==> config.mk <==
export PLATFORM = sky130hd
export DESIGN_NAME = fpa_out
export DESIGN_NICKNAME = d
export VERILOG_FILES = /design/src/rtl/fpa_pkg.sv /design/src/rtl/fpa_out.sv
export VERILOG_INCLUDE_DIRS = /design/src /design/src/rtl
export SDC_FILE = /design/constraint.sdc
export NUM_CORES = 1
export LEC_CHECK = 0
export ABC_AREA = 1
export BUFFER_PORTS_ARGS = -buffer_cell sky130_fd_sc_hd__buf_2
export CAP_MARGIN = 20
export CELL_PAD_IN_SITES_DETAIL_PLACEMENT = 0
export CELL_PAD_IN_SITES_GLOBAL_PLACEMENT = 1
export CORE_MARGIN = 10
export CORE_UTILIZATION = 30
export DETAILED_ROUTE_END_ITERATION = 10
export PLACE_DENSITY = 0.88
export SYNTH_ARGS = -nofsm -noshare
export SYNTH_HDL_FRONTEND = slang
export SYNTH_SLANG_ARGS = --single-unit
==> constraint.sdc <==
create_clock -name clk -period 9.4 [get_ports clk]
set_input_delay 1.41 -clock clk [delete_from_list [all_inputs] [get_ports clk]]
set_output_delay 1.41 -clock clk [all_outputs]
set_load 0.01 [all_outputs]
==> src/rtl/assert_macros.svh <==
// assertion macros used by the fpa_out module
`ifndef ASSERT_MACROS_SVH
`define ASSERT_MACROS_SVH

// same-cycle implication, clocked on clk, off while rst_n is low
`define FPA_ASSERT_IMPL(label, ante, cons, msg) \
    label: assert property (@(posedge clk) disable iff (!rst_n) (ante) |-> (cons)) \
        else $error(msg);

// next-cycle implication, clocked on clk, off while rst_n is low
`define FPA_ASSERT_NEXT(label, ante, cons, msg) \
    label: assert property (@(posedge clk) disable iff (!rst_n) (ante) |=> (cons)) \
        else $error(msg);

`endif

==> src/rtl/fpa_pkg.sv <==
// types, constants and operation codes of the 16.16 fixed-point alu
`default_nettype none

package fpa_pkg;

    localparam int WORD_W     = 32;
    localparam int FRAC_BITS  = 16;
    localparam int INT_W      = WORD_W - FRAC_BITS;
    localparam int MODE_W     = 4;
    localparam int PROD_W     = 2 * WORD_W;
    localparam int DIVIDEND_W = WORD_W + FRAC_BITS;
    localparam int DIV_STEPS  = DIVIDEND_W;

    localparam logic [WORD_W-1:0] ALL_ONES = {WORD_W{1'b1}};

    // operation select codes
    typedef enum logic [MODE_W-1:0] {
        MODE_ADD      = 4'd0,
        MODE_SUB      = 4'd1,
        MODE_MUL      = 4'd2,
        MODE_DIV      = 4'd3,
        MODE_ADD_INT  = 4'd4,
        MODE_SUB_INT  = 4'd5,
        MODE_MUL_INT  = 4'd6,
        MODE_DIV_INT  = 4'd7,
        MODE_FROM_INT = 4'd8,
        MODE_TO_INT   = 4'd9
    } mode_t;

    // restoring divider state carried from step to step
    typedef struct packed {
        logic [WORD_W-1:0]     rem;
        logic [DIVIDEND_W-1:0] num;
        logic [WORD_W-1:0]     divisor;
        logic [WORD_W-1:0]     quo;
    } div_t;

    // result of the non-divide paths plus divide control
    typedef struct packed {
        logic [WORD_W-1:0] value;
        logic              is_div;
        logic              dz;
    } side_t;

    // everything one pipeline stage holds for an item
    typedef struct packed {
        div_t  div;
        side_t side;
    } stage_t;

endpackage

`default_nettype wire

==> src/rtl/fpa_out.sv <==
// final result select and two-entry output buffer
`default_nettype none

`include "assert_macros.svh"

module fpa_out
    import fpa_pkg::*;
(
    input  wire logic       clk,
    input  wire logic       rst_n,
    input  wire logic       pipe_valid,
    input  wire stage_t     pipe_stage,
    input  wire logic       ready,
    output logic            en,
    output logic            out_valid,
    output logic [WORD_W-1:0] out_result,
    output logic            out_dz
);

    logic              out_valid_reg;
    logic              out_valid_next;
    logic [WORD_W-1:0] out_result_reg;
    logic [WORD_W-1:0] out_result_next;
    logic              out_dz_reg;
    logic              out_dz_next;
    logic              skid_valid_reg;
    logic              skid_valid_next;
    logic [WORD_W-1:0] skid_result_reg;
    logic [WORD_W-1:0] skid_result_next;
    logic              skid_dz_reg;
    logic              skid_dz_next;
    logic [WORD_W-1:0] fin_result;
    logic              fin_dz;
    logic              take;

    // divide results replace the side value; zero divisor gives all ones
    always_comb
    begin
        fin_dz = pipe_stage.side.is_div & pipe_stage.side.dz;
        if (!pipe_stage.side.is_div)
        begin
            fin_result = pipe_stage.side.value;
        end
        else if (pipe_stage.side.dz)
        begin
            fin_result = ALL_ONES;
        end
        else
        begin
            fin_result = pipe_stage.div.quo;
        end
    end

    assign take = out_valid_reg & ready;
    assign en   = !skid_valid_reg;

    // output slot and skid slot
    always_comb
    begin
        out_valid_next   = out_valid_reg;
        out_result_next  = out_result_reg;
        out_dz_next      = out_dz_reg;
        skid_valid_next  = skid_valid_reg;
        skid_result_next = skid_result_reg;
        skid_dz_next     = skid_dz_reg;
        if (skid_valid_reg)
        begin
            if (take)
            begin
                out_result_next = skid_result_reg;
                out_dz_next     = skid_dz_reg;
                skid_valid_next = 1'b0;
            end
        end
        else if (!out_valid_reg || take)
        begin
            out_valid_next  = pipe_valid;
            out_result_next = fin_result;
            out_dz_next     = fin_dz;
        end
        else if (pipe_valid)
        begin
            skid_valid_next  = 1'b1;
            skid_result_next = fin_result;
            skid_dz_next     = fin_dz;
        end
    end

    always_ff @(posedge clk or negedge rst_n)
    begin
        if (!rst_n)
        begin
            out_valid_reg  <= 1'b0;
            skid_valid_reg <= 1'b0;
        end
        else
        begin
            out_valid_reg  <= out_valid_next;
            skid_valid_reg <= skid_valid_next;
        end
    end

    always_ff @(posedge clk)
    begin
        out_result_reg  <= out_result_next;
        out_dz_reg      <= out_dz_next;
        skid_result_reg <= skid_result_next;
        skid_dz_reg     <= skid_dz_next;
    end

    assign out_valid  = out_valid_reg;
    assign out_result = out_result_reg;
    assign out_dz     = out_dz_reg;

    // checks
    `FPA_ASSERT_IMPL(a_skid_needs_out, skid_valid_reg, out_valid_reg, "skid full with output empty")
    `FPA_ASSERT_IMPL(a_dz_all_ones, out_valid_reg && out_dz_reg, out_result_reg == ALL_ONES, "zero divisor result not all ones")
    `FPA_ASSERT_IMPL(a_skid_fill_on_stall, $rose(skid_valid_reg), $past(out_valid_reg && !ready), "skid filled without a stall")

endmodule

`default_nettype wire
# ---- Word level (Yosys, flattened, before mapping)
# Index checks and enable logic that the tools add are counted.
dict set report op_classes {
  order_cmp 0
  reduce_logical 7
  addsub 0
  n_eq_ne 1
  muxes 12
  multipliers 0
  n_div 0
  n_shift 0
  n_bitwise 4
}
# cell n
set op_table {}
lappend op_table {{$mux 32} 5}
lappend op_table {{$mux 1} 7}
lappend op_table {{$reduce_and 2->1} 2}
lappend op_table {{$reduce_and 3->1} 1}
lappend op_table {{$and 1x1->1} 2}
lappend op_table {{$logic_not 1->1} 2}
lappend op_table {{$ne 2x1->1 const B} 1}
lappend op_table {{$not 1->1} 2}
lappend op_table {{$reduce_bool 2->1} 1}
lappend op_table {{$logic_or 1x1->1} 1}
dict set report totals {
  mem_count 0
  ramBits 0
  wordCells 30
  mem_bits_ro 0
  regBits 68
  out_inout_bits 35
  inputBits 182
  latch_bits 0
}

# ---- Longest topological paths before layout
dict set report logic_depth {
  ltp_word 4
  mapped_depth 6
  depth_no_buf 4
}

# ---- Least setup slack after synthesis
# Ideal clock, no wire load.
dict set report synth_timing {
  path_type {input to register}
  start {input ready}
  end {register skid_dz_reg (enable)}
  t_required_ns 8.977
  path_slack_ns 6.055
  cell_stages 3
  t_arrival_ns 2.922
  cell_sequence {inv_1 -> nand3_1 -> nor2_1}
}
dict set report synth_between {
  elab_chain_len 4
}
# element line
set synth_rtl {}
lappend synth_rtl {{start, declared} fpa_out.sv:13} ;# input wire logic ready,
lappend synth_rtl {{$and 1x1->1} fpa_out.sv:54} ;# assign take = out_valid_reg & ready;
lappend synth_rtl {{$logic_or 1x1->1} fpa_out.sv:75} ;# else if (!out_valid_reg || take)
lappend synth_rtl {{$not 1->1 (no source line)} n/a}
lappend synth_rtl {{$reduce_and 3->1 (no source line)} n/a}
lappend synth_rtl {{end signal, assigned} fpa_out.sv:108} ;# skid_dz_reg <= skid_dz_next;
lappend synth_rtl {{end, declared} fpa_out.sv:30} ;# logic skid_dz_reg;
# No other way between the ends.
# A chain may end at the register's enable or synchronous reset.

# ---- Worst setup path after layout
dict set report layout_timing {
  start {register skid_valid_reg}
  end {output en}
}
dict set report layout_between {
  elab_chain_len 1
}
# element line
set layout_rtl {}
lappend layout_rtl {{start, declared} fpa_out.sv:26} ;# logic skid_valid_reg;
lappend layout_rtl {{start signal, assigned} fpa_out.sv:99} ;# skid_valid_reg <= skid_valid_next;
lappend layout_rtl {{$logic_not 1->1} fpa_out.sv:55} ;# assign en = !skid_valid_reg;
lappend layout_rtl {{end, declared} fpa_out.sv:14} ;# output logic en,
# No other way between the ends.

==> out/results.txt <==
CTS buffer count: 9
Ant diodes: 0
CP peak stage delay: 0.91 ns
Worst Path Buf+Inv: 2
Depth of the CTS H-tree: 3
# clock sinks: 68
Hpwl dp: 5.85 mm
IO Port Bufs: 104
Total die area: 15800 µm²
Max-slew violation count: 0
Post-CTS Hold Buffers: 0
Clk_skew: 0.0129 ns
Clock root buffer: clkbuf_8
Worst-path cell with the longest stage delay: dfrtp_2
Cts repair resizes: 0
DRC: 0
Final min period: 3.47 ns
Placed cells: 585
Syn avg cell area: 9.37 µm²
Setup WS pre-CTS: 6.25 ns
RSZ-0062 raised after global routing: no
Syn_nets: 539
Synth Register Bits: 68
Core ar.: 10900 µm²
Post-CTS Setup Inserts: 0
Routed len/inst: 14.4 µm
Cell variety after synth: 15
R2r setup slk: 7.37 ns
Post-Layout Cell Count: 599
Cell Rows: 38
GP Congestion: 0.694
Fillers: 1119
Worst slew pin tran: 1.02 ns
Die Y: 126 µm
Critical Path AT: 2.06 ns
Status: complete, no violations
Worst setup margin: 5.93 ns
CTS max path bufs: 2
Crit path capture type: output port
CTS tree: done
DR pass1 iterations: 7
Final WL: 8.62 mm
Hold Vio Cnt, Final: 0
Maxcap violations: 0
Final Setup Violations: 0
Pleak: 0.00198 µW
Total power: 1070 µW
CP cell instances: inv_2, buf_2
DR vias: 2595
Synth warn: 0
Vias in the first global route: 2829
Initial antenna violation count: 0
First-iteration detailed-routing DRC count: 93
# IOs: 217
Pwr dens: 258 nW/µm²
GRT overflow: 0
First-pass GRT wire length: 14.1 mm
Post-route core utilization: 38.0%
Startpoint Class: flop
Final ANT Viol Nets: 0
Die W: 126 µm
Setup TNS: 0 ns
Worst Path Max Fanout: 39
Hold Path Class: reg2reg
Kind of cell adding the most delay to the critical path: flip-flops
Seq/Total Area, Yosys: 60.7%
Initial Util: 30.7%
Share of layout cells above drive strength 1: 26.4%
Vias per std cell: 4.33
Max Freq: 288 MHz
Largest net degree at the start of global routing: 40
Maximum vdd drop: 159 µV
Slew Limit Headroom: 31.6%
Area grow syn2layout: 23.6%
Final nets: 638
Worst-skew pair later-pin latency: 0.34 ns
Crit Path Category: reg2out
Gr usage total: 11.0%
Fin crit share: 36.9%
Clock slew at reported path FFs: 0.07 ns
Synth Cell Area: 3350 µm²
Req. time, crit path: 7.99 ns
Syn Inst Count: 357
logic make-up (layout without fill, tap and decap cells):
| group | count (synthesis) | after routing | synth area share [%] |
|---|---|---|---|
| and+or+nand+nor | 197 | 197 | 26.9 |
| buffers and inverters | 87 | 189 | 11.6 |
| DFF | 68 | 68 | 60.7 |
| AOI/OAI and AO/OA | 5 | 5 | 0.748 |
final timing paths:
check | startpoint | end | depth (start not counted)
worst max-delay path | skid_valid_reg | en | 2
worst min-delay path | skid_result_reg[30] | out_result[30] | 2
worst max register to register | skid_valid_reg | skid_result_reg[13] | 1
worst min register to register | skid_result_reg[30] | out_result[30] | 2
max in group asynchronous | rst_n | skid_valid_reg | 1
min in group asynchronous | rst_n | skid_valid_reg | 1
metal layers:
layer / GRT usage [%] / vias up / routed length [µm]
met5: 0 / - / 0
met1: 12.8 / 1201 / 3860
met4: 3.46 / 0 / 39
met2: 18.2 / 65 / 4190
li1: - / 1325 / -
met3: 4.01 / 4 / 531
per-stage QoR:
step	cell area (µm²)	hold WS, ns
6_report	4140	0.524
3_5_place_dp	3970	0.507
4_1_cts	4140	0.527
3_3_place_gp	3940	0.501
5_1_grt	4140	0.548
2_1_floorplan	3350	0.491
cell type report:
| class | instances | area [µm²] | share of cell area [%] |
|---|---|---|---|
| Sequential cell | 68 | 2030 | 49.2 |
| Multi-Input combinational cell | 202 | 945 | 22.8 |
| Timing Repair Buffer | 105 | 548 | 13.3 |
| Inverter | 70 | 265 | 6.41 |
| Tap cell | 140 | 175 | 4.24 |
| Clock buffer | 9 | 124 | 3.00 |
| Clock inverter | 5 | 45.0 | 1.09 |
cells in the final DEF, fill, tap and decap left out, drive strengths merged:
| cell | instances |
|---|---|
| dfrtp | 2 |
| edfxtp | 66 |
| and2 | 32 |
| clkbuf | 9 |
| inv | 70 |
| nor2 | 1 |
| nand3 | 65 |
| o21ai | 4 |
| nand2 | 99 |
| a21oi | 1 |
| clkinv | 4 |
| buf | 105 |
| bufinv | 1 |
power by group:
part	internal, µW	switching [µW]	total, µW
registers	467	51.0	518
logic	121	208	328
clock network	116	105	221
total	703	363	1070
cell usage after synthesis, drive strengths merged:
master / instances / area, µm²
nand3: 65 / 325
inv: 70 / 265
nand2: 99 / 372
buf: 17 / 123
edfxtp: 66 / 1980
and2: 32 / 200
nor2: 1 / 3.75
o21ai: 4 / 20.0
a21oi: 1 / 5.00
dfrtp: 2 / 50.1
(Power assumes the default switching activity.)
