[config.mk]
export PLATFORM = sky130hd
export DESIGN_NAME = fpa_front
export DESIGN_NICKNAME = d
export VERILOG_FILES = /design/src/rtl/assert_macros.svh /design/src/rtl/fpa_pkg.sv /design/src/rtl/fpa_front.sv
export SDC_FILE = /design/constraint.sdc
export NUM_CORES = 2
export LEC_CHECK = 0
export ABC_AREA = 1
export CAP_MARGIN = 20
export CORE_ASPECT_RATIO = 0.5
export CORE_MARGIN = 4
export CORE_UTILIZATION = 65
export DETAILED_ROUTE_END_ITERATION = 10
export DONT_BUFFER_PORTS = 1
export PLACE_DENSITY = 0.81
export SETUP_SLACK_MARGIN = 0.2
export SLEW_MARGIN = 10
export SYNTH_ARGS = -nofsm -noshare
export SYNTH_HDL_FRONTEND = slang
export SYNTH_SLANG_ARGS = --single-unit
export TNS_END_PERCENT = 100
[constraint.sdc]
create_clock -name clk -period 8.22 [get_ports clk]
set_clock_uncertainty 0.05 [all_clocks]
set_input_delay 0.822 -clock clk [delete_from_list [all_inputs] [get_ports clk]]
set_output_delay 0.822 -clock clk [all_outputs]
set_load 0.02 [all_outputs]
[src/rtl/assert_macros.svh]
// assertion macros used by the fpa_out module
`ifndef ASSERT_MACROS_SVH
`define ASSERT_MACROS_SVH

// same-cycle implication, clocked on clk, off while rst_n is low
`define FPA_ASSERT_IMPL(label, ante, cons, msg) \
    label: assert property (@(posedge clk) disable iff (!rst_n) (ante) |-> (cons)) \
        else $error(msg);

// next-cycle implication, clocked on clk, off while rst_n is low
`define FPA_ASSERT_NEXT(label, ante, cons, msg) \
    label: assert property (@(posedge clk) disable iff (!rst_n) (ante) |=> (cons)) \
        else $error(msg);

`endif

[src/rtl/fpa_pkg.sv]
// types, constants and operation codes of the 16.16 fixed-point alu
`default_nettype none

package fpa_pkg;

    localparam int WORD_W     = 32;
    localparam int FRAC_BITS  = 16;
    localparam int INT_W      = WORD_W - FRAC_BITS;
    localparam int MODE_W     = 4;
    localparam int PROD_W     = 2 * WORD_W;
    localparam int DIVIDEND_W = WORD_W + FRAC_BITS;
    localparam int DIV_STEPS  = DIVIDEND_W;

    localparam logic [WORD_W-1:0] ALL_ONES = {WORD_W{1'b1}};

    // operation select codes
    typedef enum logic [MODE_W-1:0] {
        MODE_ADD      = 4'd0,
        MODE_SUB      = 4'd1,
        MODE_MUL      = 4'd2,
        MODE_DIV      = 4'd3,
        MODE_ADD_INT  = 4'd4,
        MODE_SUB_INT  = 4'd5,
        MODE_MUL_INT  = 4'd6,
        MODE_DIV_INT  = 4'd7,
        MODE_FROM_INT = 4'd8,
        MODE_TO_INT   = 4'd9
    } mode_t;

    // restoring divider state carried from step to step
    typedef struct packed {
        logic [WORD_W-1:0]     rem;
        logic [DIVIDEND_W-1:0] num;
        logic [WORD_W-1:0]     divisor;
        logic [WORD_W-1:0]     quo;
    } div_t;

    // result of the non-divide paths plus divide control
    typedef struct packed {
        logic [WORD_W-1:0] value;
        logic              is_div;
        logic              dz;
    } side_t;

    // everything one pipeline stage holds for an item
    typedef struct packed {
        div_t  div;
        side_t side;
    } stage_t;

endpackage

`default_nettype wire

[src/rtl/fpa_front.sv]
// input register, decode, multiplier and divider setup stages
`default_nettype none

module fpa_front
    import fpa_pkg::*;
(
    input  wire logic              clk,
    input  wire logic              rst_n,
    input  wire logic              en,
    input  wire logic              in_valid,
    input  wire logic [MODE_W-1:0] in_mode,
    input  wire logic [WORD_W-1:0] in_a,
    input  wire logic [WORD_W-1:0] in_b,
    output logic                   out_valid,
    output stage_t                 out_stage
);

    logic              s1_valid_reg;
    mode_t             s1_mode_reg;
    logic [WORD_W-1:0] s1_a_reg;
    logic [WORD_W-1:0] s1_b_reg;

    logic              s2_valid_reg;
    mode_t             s2_mode_reg;
    logic [PROD_W-1:0] s2_prod_reg;
    logic [WORD_W-1:0] s2_simple_reg;
    logic              s2_is_div_reg;
    logic              s2_dz_reg;
    div_t              s2_div_reg;

    logic [INT_W-1:0]  bi;
    logic [WORD_W-1:0] mul_b;
    logic [PROD_W-1:0] prod_next;
    logic [WORD_W-1:0] simple_next;
    logic              is_div_next;
    logic              dz_next;
    div_t              div_next;

    // stage one: register the transfer
    always_ff @(posedge clk or negedge rst_n)
    begin
        if (!rst_n)
        begin
            s1_valid_reg <= 1'b0;
        end
        else if (en)
        begin
            s1_valid_reg <= in_valid;
        end
    end

    always_ff @(posedge clk)
    begin
        if (en)
        begin
            s1_mode_reg <= mode_t'(in_mode);
            s1_a_reg    <= in_a;
            s1_b_reg    <= in_b;
        end
    end

    // multiplier operand: integer multiply takes the low half of b
    assign bi        = s1_b_reg[INT_W-1:0];
    assign mul_b     = (s1_mode_reg == MODE_MUL_INT) ? {{FRAC_BITS{1'b0}}, bi} : s1_b_reg;
    assign prod_next = {{WORD_W{1'b0}}, s1_a_reg} * {{WORD_W{1'b0}}, mul_b};

    // simple results and divider setup
    always_comb
    begin
        simple_next      = '0;
        is_div_next      = 1'b0;
        dz_next          = 1'b0;
        div_next.rem     = '0;
        div_next.quo     = '0;
        div_next.num     = '0;
        div_next.divisor = '0;
        case (s1_mode_reg)
            MODE_ADD:      simple_next = s1_a_reg + s1_b_reg;
            MODE_SUB:      simple_next = s1_a_reg - s1_b_reg;
            MODE_ADD_INT:  simple_next = s1_a_reg + {bi, {FRAC_BITS{1'b0}}};
            MODE_SUB_INT:  simple_next = s1_a_reg - {bi, {FRAC_BITS{1'b0}}};
            MODE_FROM_INT: simple_next = {s1_a_reg[INT_W-1:0], {FRAC_BITS{1'b0}}};
            MODE_TO_INT:   simple_next = {{INT_W{1'b0}}, s1_a_reg[WORD_W-1:FRAC_BITS]};
            MODE_DIV:
            begin
                is_div_next      = 1'b1;
                dz_next          = (s1_b_reg == '0);
                div_next.num     = {s1_a_reg, {FRAC_BITS{1'b0}}};
                div_next.divisor = s1_b_reg;
            end
            MODE_DIV_INT:
            begin
                is_div_next      = 1'b1;
                dz_next          = (bi == '0);
                div_next.num     = {{FRAC_BITS{1'b0}}, s1_a_reg};
                div_next.divisor = {{FRAC_BITS{1'b0}}, bi};
            end
            default:       simple_next = '0;
        endcase
    end

    // stage two: product and setup registers
    always_ff @(posedge clk or negedge rst_n)
    begin
        if (!rst_n)
        begin
            s2_valid_reg <= 1'b0;
        end
        else if (en)
        begin
            s2_valid_reg <= s1_valid_reg;
        end
    end

    always_ff @(posedge clk)
    begin
        if (en)
        begin
            s2_mode_reg   <= s1_mode_reg;
            s2_prod_reg   <= prod_next;
            s2_simple_reg <= simple_next;
            s2_is_div_reg <= is_div_next;
            s2_dz_reg     <= dz_next;
            s2_div_reg    <= div_next;
        end
    end

    // pick the product slice for the multiply modes
    always_comb
    begin
        out_stage.div         = s2_div_reg;
        out_stage.side.is_div = s2_is_div_reg;
        out_stage.side.dz     = s2_dz_reg;
        case (s2_mode_reg)
            MODE_MUL:     out_stage.side.value = s2_prod_reg[FRAC_BITS +: WORD_W];
            MODE_MUL_INT: out_stage.side.value = s2_prod_reg[WORD_W-1:0];
            default:      out_stage.side.value = s2_simple_reg;
        endcase
    end

    assign out_valid = s2_valid_reg;

endmodule

`default_nettype wire

* Word level (Yosys, flattened, before mapping)
Cells that the tools add are included.
** Cells by class
- Multiplexer cells :: 6
- Shift operators :: 0
- Multipliers :: 1
- Divide/modulo/power cells :: 0
- $add $sub $neg :: 4
- Order comparisons :: 0
- Bitwise operators :: 0
- Equal/unequal tests :: 10
- Reduce and logical (&&, ||, !) cells :: 4
** Operators by type and width (number)
- $pmux 32 s6 :: 1
- $pmux 80 s2 :: 1
- $add 32x32->32 :: 2
- $pmux 32 s2 :: 1
- $sub 32x32->32 :: 2
- $mul 32x32->48 :: 1
- $logic_not 32->1 :: 1
- $mux 32 :: 1
- $eq 4x3->1 const B :: 5
- $logic_not 16->1 :: 1
- $eq 4x2->1 const B :: 2
- $eq 4x4->1 const B :: 2
- $eq 4x1->1 const B :: 1
- $logic_not 4->1 :: 1
- $pmux 1 s2 :: 1
- $reduce_or 2->1 :: 1
- $mux 1 :: 1
** Storage, ports and cells
- Logic and storage cells :: 37
- Bits in latches :: 0
- Memory bits (read-only) :: 0
- Register bits after elaboration :: 236
- Bits in writable memories :: 0
- Memories kept :: 0

* Logic depth before layout (Yosys ltp)
- Depth after elaboration :: 3
- Gate-level depth with buffers :: 35

* Least setup slack after synthesis
OpenSTA, ideal clock, no wires.
- Path kind :: register to register
- Start point :: register s1_mode_reg[3]
- End point :: register s2_prod_reg[46] (data pin)
- Setup slack :: 0.958 ns
- Path buffers :: 2
- Data required time :: 7.912 ns
- Arrival time :: 6.954 ns
- Clock period less this slack :: 7.262 ns
- Cell stages (with the launch flop) :: 33
- Setup time :: 0.258 ns
- Cells stage by stage :: edfxtp_1 > nor2_2 > nand2_4 > buf_2 > inv_1 > nor2_1 > inv_1 > clkbuf_1 > nor2_1 > fa_1 > inv_1 > fa_1 > inv_1 > fa_1 > inv_1 > fa_1 > inv_1 > fa_1 > fa_1 > fa_1 > fa_1 > ha_1 > nand2_1 > nor2_1 > nand2_1 > nor2_1 > nand4_1 > nand3_1 > nand2_1 > nand2_1 > nand2_1 > nand2_1 > xor2_1
** On the way
- Cells in the longest elaborated chain, start to end :: 3
** Ends and longest elaborated chain
- from (decl) :: line fpa_front.sv:19 : mode_t s1_mode_reg;
- from (signal assigned) :: line fpa_front.sv:56 : s1_mode_reg <= mode_t'(in_mode);
- $eq 4x3->1 :: line fpa_front.sv:64 : assign mul_b = (s1_mode_reg == MODE_MUL_INT) ? {{FRAC_BITS{1'b0}}, bi} : s1_b_reg;
- $mux 32 :: line fpa_front.sv:64
- $mul 32x32->48 :: line fpa_front.sv:65 : assign prod_next = {{WORD_W{1'b0}}, s1_a_reg} * {{WORD_W{1'b0}}, mul_b};
- named net prod_next[46] :: line fpa_front.sv:33 : logic [PROD_W-1:0] prod_next;
- to (signal assigned) :: line fpa_front.sv:120 : s2_prod_reg <= prod_next;
- to (decl) :: line fpa_front.sv:25 : logic [PROD_W-1:0] s2_prod_reg;
The timed path passes the listed nets, and every way through them passes these cells.
A chain may end at the register's enable or synchronous reset.

* Final worst setup path
- Start point :: register s1_mode_reg[1]
- End point :: register s2_prod_reg[31] (data pin)
Same word-level chain as after synthesis.

==> out/summary.txt <==
First drt pass iteration count = 8
RSZ-0062 raised after global routing = false
GPL Wtd Cong = 1.05
Clock Latency Late Sink = 570 ps
Final net count = 6060
Die ar. = 68200 sq um
Largest stage delay on the critical path = 550 ps
Kind of critical path = register to register
Slew @ Worst Pin = 1150 ps
Mux share of post-synthesis cell area = 0
Cell variety after synth = 58
Fillers = 5020
Antenna violations before repair = 11
Post-layout min period = 7950 ps
Number of antenna-violating nets in the routed design = 0
Endpoints failing setup = 0
Crit. path cell count = 30
Fraction of layout cells with a size suffix above 1 = 0.0626
Synth Area in Adders = 0.444
# port buffers = 0
Mapped Area = 41500 sq um
Reg2Reg Depth = 30
Total congestion overflow = 0
Initial Util = 0.658
Run status = finished, final reports clean
TritonCTS Buffers = 23
Area growth from synthesis to layout = 6.55%
Core Util, Final = 0.701
Hold path depth = 0
Seq/Total Area, Yosys = 0.170
Total Neg Setup Slack = 0 ps
Slowest library cell on the worst path = fa_1
Initial detailed-routing violation count = 5242
Root Driver = clkbuf_16
Largest family of logic cells by synthesized area = adder cells
Worst hold-check path type = input port to register
Worst path bufs/invs = 7
Die width = 365 um
Vias in the first global route = 36100
Seq cells post-synth = 236
Vias = 35200
Total wire length = 151 mm
Core Region = 63100 sq um
CP max FO = 16
I/O Pins = 251
Max Cap Violations = 0
Reg clk slew, reported paths = 70 ps
Post-synthesis xor/xnor area fraction = 0.0171
DR vias/cell = 6.03
Synth Area in Compound Gates = 0.0504
Site Rows = 65
H-tree depth = 1
CTS tree = built
Synthesized area per cell = 8.33 sq um
Die height = 187 um
Final critical-path share of the clock period = 0.968
Max clock buf depth = 3
Post-synthesis simple-gate area fraction = 0.168
Largest register FFs = 80
Yosys warnings = 0
Rel. slew slack = 0.233
Fmax = 0.126 GHz
Async S/R FF share, synth = 0.00847
Final Hold Fails = 0
CP most frequent cell = fa_1
# clock sinks = 236
Worst Setup Start Kind = register
DRC viols = 0
DP Wirelength = 121 mm
CP top delay family = adder cells
Ys flop type = edfxtp_1
CP endpoint kind = register
Synth Instances = 4986
Req. time, crit path = 8470 ps
WL/cell = 25.8 um
GRT Resource Usage Total = 0.451
Worst EP arrival = 8210 ps
First-pass GRT wire length = 225 mm
Count of final max-slew check failures = 0
Post-synth EDFFs = 234
Largest net degree at the start of global routing = 239
[kinds of logic after synthesis]
| family | Yosys count |
|---|---|
| buf+inv | 1584 |
| flops | 236 |
| xor+xnor | 81 |
| other cells | 1 |
| simple gates | 1721 |
| fa+ha+maj | 1006 |
| compound gates | 357 |
[metrics by stage]
stage,instances,worst slack (ps),instance area [sq um],hold WS [ps]
2_1_floorplan,5049,958,41800,428
3_3_place_gp,5770,167,43000,442
3_5_place_dp,5771,112,43000,476
4_1_cts,5814,278,43800,280
5_1_grt,5837,196,44200,275
6_report,5843,265,44200,295
[path summary, 6_finish.rpt]
| path | startpoint | endpoint | slack, ps |
|---|---|---|---|
| worst min register to register | s1_valid_reg$_DFFE_PN0P_ | out_valid$_DFFE_PN0P_ | 490 |
| min in group asynchronous | rst_n | out_valid$_DFFE_PN0P_ | 460 |
| worst max register to register | s1_mode_reg[1]$_DFFE_PP_ | s2_prod_reg[31]$_DFFE_PP_ | 270 |
| max in group asynchronous | rst_n | s1_valid_reg$_DFFE_PN0P_ | 7520 |
| worst max-delay path | s1_mode_reg[1]$_DFFE_PP_ | s2_prod_reg[31]$_DFFE_PP_ | 270 |
| worst min-delay path | in_b[10] | s1_b_reg[10]$_DFFE_PP_ | 290 |
[worst reg2reg max path: cells and delay by family, from the launching register on]
family                   cells  cell delay (ps)
flip-flops                   1              490
adder cells (fa/ha/maj)      9             4080
buffers and inverters        7              730
XOR/XNOR                     1              440
AND/OR/NAND/NOR             13             1900
[cells in the mapped netlist (31+ instances only)]
library cell  count  share of area
buf_4            66          0.012
edfxtp_1        234           0.17
fa_1            781           0.38
clkbuf_1        174          0.016
buf_1            37         0.0033
nand2_1        1133           0.10
a21oi_1         123          0.015
xor2_1           66          0.014
nor3_1           31         0.0037
nor2_1          372          0.034
nand3_1         108          0.013
o21ai_0         113          0.014
inv_1          1285           0.12
ha_1            225          0.068
[per-layer routing]
layer / wire [um] / up-vias / GRT usage
met5: 130 / - / 0.00770
met4: 9030 / 10 / 0.208
met3: 27300 / 609 / 0.206
met2: 59700 / 2813 / 0.613
met1: 54500 / 17300 / 0.617
li1: - / 14500 / -
[layout make-up]
cell class | count | area (sq um) | share of cell area
Multi-Input combinational cell | 3229 | 28500 | 0.645
Sequential cell | 236 | 7080 | 0.160
Inverter | 1297 | 4880 | 0.110
Timing Repair Buffer | 195 | 1890 | 0.0426
Tap cell | 837 | 1050 | 0.0237
Clock buffer | 27 | 591 | 0.0133
Clock inverter | 15 | 206 | 0.00467
Antenna cell | 7 | 17.5 | 0.000396
[cells in the final DEF (no fill, tap or decap), types with 108 or more instances in the layout]
master | Yosys | layout
o21ai_0 | 113 | 113
buf_4 | 66 | 159
edfxtp_1 | 234 | 234
nand3_1 | 108 | 108
a21oi_1 | 123 | 121
fa_1 | 781 | 781
nand2_1 | 1133 | 1132
nor2_1 | 372 | 366
inv_1 | 1285 | 1276
ha_1 | 225 | 221
[timing repair]
action                                  in CTS  in global routing
endpoints found under the setup margin       2                 19
hold buffers                                 1                  0
gates resized for setup                      2                 30
gates cloned                                 0                  1
pin swaps                                    0                  2
endpoints found under the hold margin        2                  0
buffers inserted                             0                 20
Power is not shown: default switching activity piles up to over one toggle a cycle in this logic, so the estimate is an artifact.
