--- src/rtl/assert_macros.svh ---
// assertion macros used by the fpa_out module
`ifndef ASSERT_MACROS_SVH
`define ASSERT_MACROS_SVH

// same-cycle implication, clocked on clk, off while rst_n is low
`define FPA_ASSERT_IMPL(label, ante, cons, msg) \
    label: assert property (@(posedge clk) disable iff (!rst_n) (ante) |-> (cons)) \
        else $error(msg);

// next-cycle implication, clocked on clk, off while rst_n is low
`define FPA_ASSERT_NEXT(label, ante, cons, msg) \
    label: assert property (@(posedge clk) disable iff (!rst_n) (ante) |=> (cons)) \
        else $error(msg);

`endif

--- src/rtl/fpa_pkg.sv ---
// types, constants and operation codes of the 16.16 fixed-point alu
`default_nettype none

package fpa_pkg;

    localparam int WORD_W     = 32;
    localparam int FRAC_BITS  = 16;
    localparam int INT_W      = WORD_W - FRAC_BITS;
    localparam int MODE_W     = 4;
    localparam int PROD_W     = 2 * WORD_W;
    localparam int DIVIDEND_W = WORD_W + FRAC_BITS;
    localparam int DIV_STEPS  = DIVIDEND_W;

    localparam logic [WORD_W-1:0] ALL_ONES = {WORD_W{1'b1}};

    // operation select codes
    typedef enum logic [MODE_W-1:0] {
        MODE_ADD      = 4'd0,
        MODE_SUB      = 4'd1,
        MODE_MUL      = 4'd2,
        MODE_DIV      = 4'd3,
        MODE_ADD_INT  = 4'd4,
        MODE_SUB_INT  = 4'd5,
        MODE_MUL_INT  = 4'd6,
        MODE_DIV_INT  = 4'd7,
        MODE_FROM_INT = 4'd8,
        MODE_TO_INT   = 4'd9
    } mode_t;

    // restoring divider state carried from step to step
    typedef struct packed {
        logic [WORD_W-1:0]     rem;
        logic [DIVIDEND_W-1:0] num;
        logic [WORD_W-1:0]     divisor;
        logic [WORD_W-1:0]     quo;
    } div_t;

    // result of the non-divide paths plus divide control
    typedef struct packed {
        logic [WORD_W-1:0] value;
        logic              is_div;
        logic              dz;
    } side_t;

    // everything one pipeline stage holds for an item
    typedef struct packed {
        div_t  div;
        side_t side;
    } stage_t;

endpackage

`default_nettype wire

--- src/rtl/fpa_div_stage.sv ---
// one restoring division step, one quotient bit per stage
`default_nettype none

module fpa_div_stage
    import fpa_pkg::*;
(
    input  wire logic   clk,
    input  wire logic   rst_n,
    input  wire logic   en,
    input  wire logic   in_valid,
    input  wire stage_t in_stage,
    output logic        out_valid,
    output stage_t      out_stage
);

    logic              valid_reg;
    stage_t            stage_reg;
    stage_t            stage_next;
    logic [WORD_W:0]   trial;
    logic [WORD_W:0]   diff;
    logic              ge;

    // shift the next dividend bit into the remainder and try a subtract
    assign trial = {in_stage.div.rem, in_stage.div.num[DIVIDEND_W-1]};
    assign diff  = trial - {1'b0, in_stage.div.divisor};
    assign ge    = (trial >= {1'b0, in_stage.div.divisor});

    always_comb
    begin
        stage_next             = in_stage;
        stage_next.div.rem     = ge ? diff[WORD_W-1:0] : trial[WORD_W-1:0];
        stage_next.div.num     = {in_stage.div.num[DIVIDEND_W-2:0], 1'b0};
        stage_next.div.quo     = {in_stage.div.quo[WORD_W-2:0], ge};
    end

    always_ff @(posedge clk or negedge rst_n)
    begin
        if (!rst_n)
        begin
            valid_reg <= 1'b0;
        end
        else if (en)
        begin
            valid_reg <= in_valid;
        end
    end

    always_ff @(posedge clk)
    begin
        if (en)
        begin
            stage_reg <= stage_next;
        end
    end

    assign out_valid = valid_reg;
    assign out_stage = stage_reg;

endmodule

`default_nettype wire

--- config.mk ---
export PLATFORM = sky130hd
export DESIGN_NAME = fpa_div_stage
export DESIGN_NICKNAME = d
export VERILOG_FILES = /design/src/rtl/assert_macros.svh /design/src/rtl/fpa_pkg.sv /design/src/rtl/fpa_div_stage.sv
export SDC_FILE = /design/constraint.sdc
export NUM_CORES = 1
export LEC_CHECK = 0
export BUFFER_PORTS_ARGS = -buffer_cell sky130_fd_sc_hd__clkbuf_2
export CAP_MARGIN = 0
export CORE_AREA = 2 2 142 144
export CTS_CLUSTER_SIZE = 8
export DETAILED_ROUTE_END_ITERATION = 7
export DIE_AREA = 0 0 144 146
export GPL_TIMING_DRIVEN = 1
export PLACE_DENSITY_LB_ADDON = 0.08
export SYNTH_ARGS = -nofsm -noshare
export SYNTH_HDL_FRONTEND = slang
export SYNTH_SLANG_ARGS = --single-unit
--- constraint.sdc ---
create_clock -name clk -period 1 [get_ports clk]
set_input_delay 0.25 -clock clk [delete_from_list [all_inputs] [get_ports clk]]
set_output_delay 0.25 -clock clk [all_outputs]
set_load 0.03 [all_outputs]
[Word level (Yosys, flattened, before mapping)]
Cells that the tools add are included.
Widths: inputs -> output; s select.
Operators by class
  add/sub/neg operators: 1
  magnitude comparators: 1
  multiplexer cells: 1
Operator list (number)
  $ge 33x32->1: 1
  $mux 32: 1
  $sub 32x32->32: 1
Storage, ports and cells
  register bits: 178
  bits of input ports: 182
  output and inout bits: 179

[Logic depth before layout (Yosys ltp)]
Gate-level depths: netlist of the first run.
  word-level depth: 2
  mapped depth: 13
  mapped depth without buffers: 12

[Worst setup path after synthesis of the first run]
No wires, ideal clock.
  kind: input -> register
  start point: input in_stage[73] (netlist bit)
  end point: register stage_reg, in the netlist out_stage[159], data pin
  library setup time: 0.262 ns
  data arrival time: 2.764 ns
  required time: 0.738 ns
  slack: -2.026 ns
  stages on the path: 12
  buffers on the path: 2
  cells stage by stage: inv_1 > ha_1 > buf_2 > nand4_1 > or4_1 > a21oi_1 > nor3_1 > a211oi_2 > o21ai_2 > o31ai_4 > buf_4 > mux2_1
RTL lines
  start: declaration: line fpa_div_stage.sv:11  | input wire stage_t in_stage,
  end signal: assignment: line fpa_div_stage.sv:52  | stage_reg <= stage_next;
  end: declaration: line fpa_div_stage.sv:17  | stage_t stage_reg;

==> run metrics, run 1 <==
status complete, but fails checks; failing checks setup timing; fraction of the yosys area taken by sequential cells 0.705; met2 Resource Use GR 0.505; busiest layer in global routing met2; Die Width ~140 um; Post-Synthesis Cells ~530; Achievable Freq 392 MHz; met3 Usage GRT 0.0638; leading cell type in the layout, fill and taps excluded edfxtp_1; cell area after synthesis between 7000 and 8000 um^2; Fin Clk Skew 0 ns; CP Launch Type input pin; cell mode on critical path a21oi_4; Post-Syn Nets roughly 740; vias per std cell between 4 and 5; clock latency on the worst-skew pair roughly 0.43 ns; time the worst path needs with I/O delays and setup 2.55 ns; number of clock buffers inserted by TritonCTS 17; number of I/O port buffers 358; total routed wirelength 30,200 um; antenna violation net count after detailed routing 0; post-route setup TNS -92.08 ns; number of storage elements in the synthesis netlist 178; number of global-route vias before repair 7,383; number of different library cells in the post-synthesis netlist 50; maximum VDD drop 0.00118 V; number of nets in the layout between 1k and 1.5k; RePlAce Congestion a little under 0.9; Top FF cell, synth edfxtp_1; core outline area between 15,000 and 20,000 um^2; met1 Use GR 0.292; pwr dens between 1500 and 2000 nW/um^2; final hold vios 0; Post-Synth Adder-Cell Area 0.0555; critical-path maximum fanout 3; count of yosys warnings during synthesis 0; count of flip-flops with a built-in enable after synthesis about 180; total die area 21,000 um^2; multiplexer share of the synthesized area 0.0177; wire length of the first global-routing pass between 40,000 and 50,000 um; Async SR Flop Fraction 0.00562; Post-Route Utilization 0.770; Critical Path, Cell by Cell buf_8 -> inv_4 -> ha_4 -> fa_2 -> nand2b_4 -> a21oi_4 -> o21ai_2 -> o311a_1 -> a31oi_4 -> a21oi_4 -> o41ai_2 -> xor2_1 -> mux2_4; post-synthesis share of cell area spent on and, or, nand and nor gates 0.0615; Worst Path Required around 1.2 ns; capturing element type of the critical path flop; violation count after the first detailed-routing iteration about 340; slowest cell delay on critical path between 0.3 and 0.4 ns; Worst path slowest cell o311a_1; arrival time at the worst endpoint 2.73 ns; total vias in the final route between 7k and 8k; worst hold path type in2reg; Worst path top cell family by delay compound AO/OA/AOI/OAI gates; Synth Area in XOR/XNOR 0.0312; clock-pin slew reported for the worst setup and hold paths after clock tree synthesis 0.07 ns; post-route cell area 14,900 um^2; standard cell area after detailed placement about 11,000 um^2; count of final max-slew check failures 0; router iterations before antenna repair 6; clock tree sinks approximately 180; largest net degree at the start of global routing 30; # H-tree levels 4; placement row count a little over 50; I/O Pins roughly 360; Area growth syn-to-layout 96.5%; combinational family with the most area after synthesis compound AO/OA/AOI/OAI gates; final hold slack 0.0153 ns; kind of critical path in2reg; initial cell density of the core 0.392; Mean Syn Cell Area 14.4 um^2; setup repair after global routing missed its margin true; overall die height 146 um; clock tree from TritonCTS done; share of post-route cells with drive strength above 1 0.518; Maximum Capacitance Violations 0; number of design rule violations left after detail routing 0; final routed wire length divided by cell count about 21 um; highest-count cells in the layout ignoring fill and taps edfxtp_1, clkbuf_2, dlygate4sd3_1; setup ws final -1.55 ns; number of setup violations in the final report 211; number of antenna violations at the first check in global routing 2; master cell of the clock root buffer clkbuf_16; total gr overflow 0; overall track demand over capacity in global routing 0.273; final worst-path cycle share 2.55; DP HPWL between 15,000 and 20,000 um; synthesized-area fraction occupied by ao, oa, aoi and oai cells 0.0967; Max clock buf depth 2; Pleak approximately 6.5 nW; Crit path buffers/inverters 2
metrics by stage:
| stage | std cells | power (mW) | setup slack (ns) |
|---|---|---|---|
| after floorplan | 526 | 12.2 | -1.91 |
| after global placement | 1252 | 14.3 | -2.06 |
| after detailed placement | 1252 | 14.3 | -2.17 |
| after CTS | 1421 | 22.7 | -1.60 |
| after global routing | 1435 | 24.0 | -1.62 |
| final | 1435 | 23.2 | -1.55 |
registers in the layout, summed over array words and instances (netlist names):
register   count
out_stage    177
out_valid      1
final timing paths:
path	from	end	slack [ns]	cells after the start
worst max-delay path	in_stage[145]	out_stage[176]	-1.55	13
max in group asynchronous	rst_n	out_valid	0.79	2
min in group asynchronous	rst_n	out_valid	0.12	2
worst max register to register	out_valid	out_valid	0.08	2
worst min-delay path	in_stage[97]	out_stage[97]	0.02	1
worst min register to register	out_valid	out_valid	0.68	2
timing repair:
action / 4_1_cts / 5_1_grt
endpoints found under the hold margin: 123 / 8
gates cloned: 4 / 0
pin swaps: 6 / 14
hold buffers: 123 / 8
setup endpoints to repair: 211 / 211
setup buffers: 11 / 7
gates resized for setup: 394 / 156
cell usage after synthesis, types with 8 or more instances:
cell type,n,share of area
xor2_1,12,0.014
xnor2_1,15,0.017
ha_1,32,0.053
nor2_1,35,0.017
a21o_1,12,0.012
inv_1,38,0.019
nand2_1,26,0.013
o21ai_0,16,0.011
buf_2,8,0.0053
nand4_1,8,0.0066
edfxtp_1,177,0.70
nand3_1,8,0.0053
a21oi_1,56,0.037
routing by layer:
| layer | routed length (um) | share of wire | up-vias |
|---|---|---|---|
| met5 | 0 | 0 | - |
| met4 | 1040 | 0.034 | 0 |
| met3 | 1810 | 0.060 | 61 |
| met2 | 16400 | 0.54 | 307 |
| met1 | 10900 | 0.36 | 3411 |
| li1 | - | - | 3234 |
report_power, final:
group          switching (mW)  internal, mW  leakage [nW]
Clock                    3.29          3.37         0.288
Sequential              0.404          9.05          1.74
Combinational            3.51          3.61          4.48
Total                    7.20          16.0          6.51
layout make-up:
type	count	area [um^2]
clock inverters	14	163
well taps	265	332
multi-input cells	291	2360
inverters	38	160
diodes	2	5.00
fillers	1178	4450
flip-flops and latches	178	5340
clock buffers	18	429
repair buffers	629	6090
cells by family (layout without fill, tap and decap cells):
kind of cell,after synthesis,in the layout
simple gates,99,99
xor+xnor,27,27
flops,178,178
fa+ha+maj,33,33
buf+inv,57,699
mux,12,12
other cells,1,3
compound gates,119,119
Power figures use the tool's default switching activity.
==> run 2: changes to the inputs <==
==> constraint.sdc (replaced) <==
create_clock -name clk -period 1 [get_ports clk]
set_input_delay 0.3 -clock clk [delete_from_list [all_inputs] [get_ports clk]]
set_output_delay 0.3 -clock clk [all_outputs]
set_load 0.03 [all_outputs]
==> run metrics, run 2 (synthesis gave the netlist of run 1 again) <==
number of inserted filler cells in the final layout 1,345 (was 1,178); net switching power of the design 6.89 mW (was 7.20 mW); maximum VDD drop 0.00126 V (was 0.00118 V); largest net degree at the start of global routing 30 (unchanged); violation count after the first detailed-routing iteration 254 (was 338); Internal Dissipation 15.6 mW (was 16.0 mW); Worst path top cell family by delay simple AND/OR/NAND/NOR gates (was compound AO/OA/AOI/OAI gates); I/O Pins 361 (unchanged); leading cell type in the layout, fill and taps excluded edfxtp_1 (unchanged); Antenna diodes 0 (was 2); total die area 21,000 um^2 (unchanged); overall die height 146 um (unchanged); count of final max-slew check failures 0 (unchanged); clock tree from TritonCTS done (unchanged); count of cells along the worst hold path 1 (unchanged); vias per std cell 4.84 (was 4.89); CP Launch Type input pin (unchanged); number of setup violations in the final report 211 (unchanged); failing checks setup timing (unchanged); Max clock buf depth 2 (unchanged); final worst-path cycle share 2.58 (was 2.55); wire length of the first global-routing pass 36,900 um (was 42,700 um); antenna violation net count after detailed routing 0 (unchanged); final routed wire length divided by cell count 19.6 um (was 21.0 um); Pleak 5.93 nW (was 6.51 nW); worst hold path type in2reg (unchanged); RePlAce Congestion 0.882 (unchanged); Area growth syn-to-layout 78.8% (was 96.5%); arrival time at the worst endpoint 2.77 ns (was 2.73 ns); area taken by flip-flops and latches 5340 um^2 (unchanged); clock-pin slew reported for the worst setup and hold paths after clock tree synthesis 0.08 ns (was 0.07 ns); Fin Clk Skew 0 ns (unchanged); Worst Path Required 1.18 ns (about the same); placement row count 51 (unchanged); Die Width 144 um (unchanged); total vias in the final route 6,302 (was 7,013); number of global-route vias before repair 6,727 (was 7,383); Net Sw Frac 0.306 (was 0.310); router iterations before antenna repair 4 (was 6); number of design rule violations left after detail routing 0 (unchanged); highest-count cells in the layout ignoring fill and taps edfxtp_1, clkbuf_2, clkbuf_8 (was edfxtp_1, clkbuf_2, dlygate4sd3_1); status complete, but fails checks (unchanged); DP HPWL 18,500 um (was 18,600 um); Reg power frac 0.417 (was 0.407); combinational cell fraction of total power 0.290 (was 0.306); Critical Path, Cell by Cell buf_6 -> inv_2 -> ha_4 -> nand4_1 -> or4_4 -> a21oi_2 -> nor3_2 -> a211oi_2 -> o21ai_2 -> o31ai_4 -> buf_6 -> buf_12 -> mux2_2 (was buf_8 -> inv_4 -> ha_4 -> fa_2 -> nand2b_4 -> a21oi_4 -> o21ai_2 -> o311a_1 -> a31oi_4 -> a21oi_4 -> o41ai_2 -> xor2_1 -> mux2_4); number of flip-flops under the largest register name 177 (unchanged); number of nets in the layout 1,239 (was 1,370); # H-tree levels 4 (unchanged); share of post-route cells with drive strength above 1 0.587 (was 0.518); kind of critical path in2reg (unchanged); overall track demand over capacity in global routing 0.233 (was 0.273); initial cell density of the core 0.392 (unchanged); Post-Route Utilization 0.700 (was 0.770); number of stages on the worst setup path 13 (unchanged); total gr overflow 0 (unchanged); number of I/O port buffers 358 (unchanged); core outline area 19,300 um^2 (unchanged); pwr dens 1660 nW/um^2 (was 1560 nW/um^2); master cell of the clock root buffer clkbuf_16 (unchanged); Maximum Capacitance Violations 0 (unchanged); standard cell area after detailed placement 10,700 um^2 (unchanged); clock latency on the worst-skew pair 0.42 ns (was 0.43 ns); number of clock buffers inserted by TritonCTS 17 (unchanged); r2r worst-path depth 2 (unchanged); slowest cell delay on critical path 0.53 ns (was 0.39 ns); final hold vios 0 (unchanged); capturing element type of the critical path flop (unchanged); time the worst path needs with I/O delays and setup 2.58 ns (was 2.55 ns); Crit path buffers/inverters 4 (was 2); post-route cell area 13,500 um^2 (was 14,900 um^2); Worst path slowest cell or4_4 (was o311a_1); cell mode on critical path buf_6 (was a21oi_4); critical-path maximum fanout 8 (was 3); multi-input combinational cell area 2370 um^2 (was 2360 um^2); setup ws final -1.58 ns (was -1.55 ns); clock network fraction of design power 0.293 (was 0.287); clock tree sinks 178 (unchanged); number of antenna violations at the first check in global routing 0 (was 2); total routed wirelength 25,500 um (was 30,200 um); setup repair after global routing missed its margin true (unchanged); Achievable Freq 387 MHz (was 392 MHz)
[run 2: per-stage QoR]
step                instances  hold WS, ns  setup TNS (ns)  power (mW)  setup WS (ns)
detailed placement       1252       0.0766          -72.08        14.3          -2.24
global placement         1252       0.0747          -69.67        14.3          -2.11
floorplan                 526      0.00441          -61.55        12.2          -1.96
finish                   1302       0.0301         -101.00        22.5          -1.58
global route             1302       0.0111         -111.30        23.3          -1.68
CTS                      1293       0.0219         -105.55        22.2          -1.63
[run 2: final cells by class]
| class | count | share of cell area |
|---|---|---|
| flip-flops and latches | 178 | 0.394 |
| clock inverters | 14 | 0.0120 |
| inverters | 38 | 0.0116 |
| repair buffers | 498 | 0.351 |
| well taps | 265 | 0.0245 |
| multi-input cells | 291 | 0.175 |
| clock buffers | 18 | 0.0317 |
[run 2: worst register-to-register path: cells and delay by family (launching register included)]
family / cells / cell delay [ns]
buffers and inverters: 1 / 0.14
flip-flops: 1 / 0.41
multiplexers: 1 / 0.25
[run 2: layer usage]
layer  up-vias  global-route usage  share of wire
met3        59              0.0619          0.069
met2       241               0.419           0.53
li1       2971                   -              -
met5         -                   0              0
met4         0               0.123          0.040
met1      3031               0.247           0.36
[run 2: worst paths after layout]
kind	start	end	slack, ns
worst max-delay path	in_stage[81]	out_stage[154]	-1.58
worst min register to register	out_valid	out_valid	0.68
worst min-delay path	in_stage[110]	out_stage[111]	0.03
max in group asynchronous	rst_n	out_valid	0.74
min in group asynchronous	rst_n	out_valid	0.18
worst max register to register	out_valid	out_valid	0.08
[run 2: power groups by stage]
stage	Clock, mW	Combinational, mW	Sequential (mW)
after CTS	6.71	6.13	9.34
after global routing	7.01	6.87	9.45
final	6.60	6.52	9.38
after floorplan	0	1.38	10.8
after detailed placement	0	4.95	9.39
after global placement	0	4.91	9.39
[run 2: what timing repair did]
action                                  in CTS  in global routing
hold buffers                                 1                  0
resized for setup                          365                144
endpoints found under the setup margin     211                211
hold endpoints to repair                     1                  0
pin swaps                                    2                 19
buffers inserted                             4                 13
cloned                                       4                  0
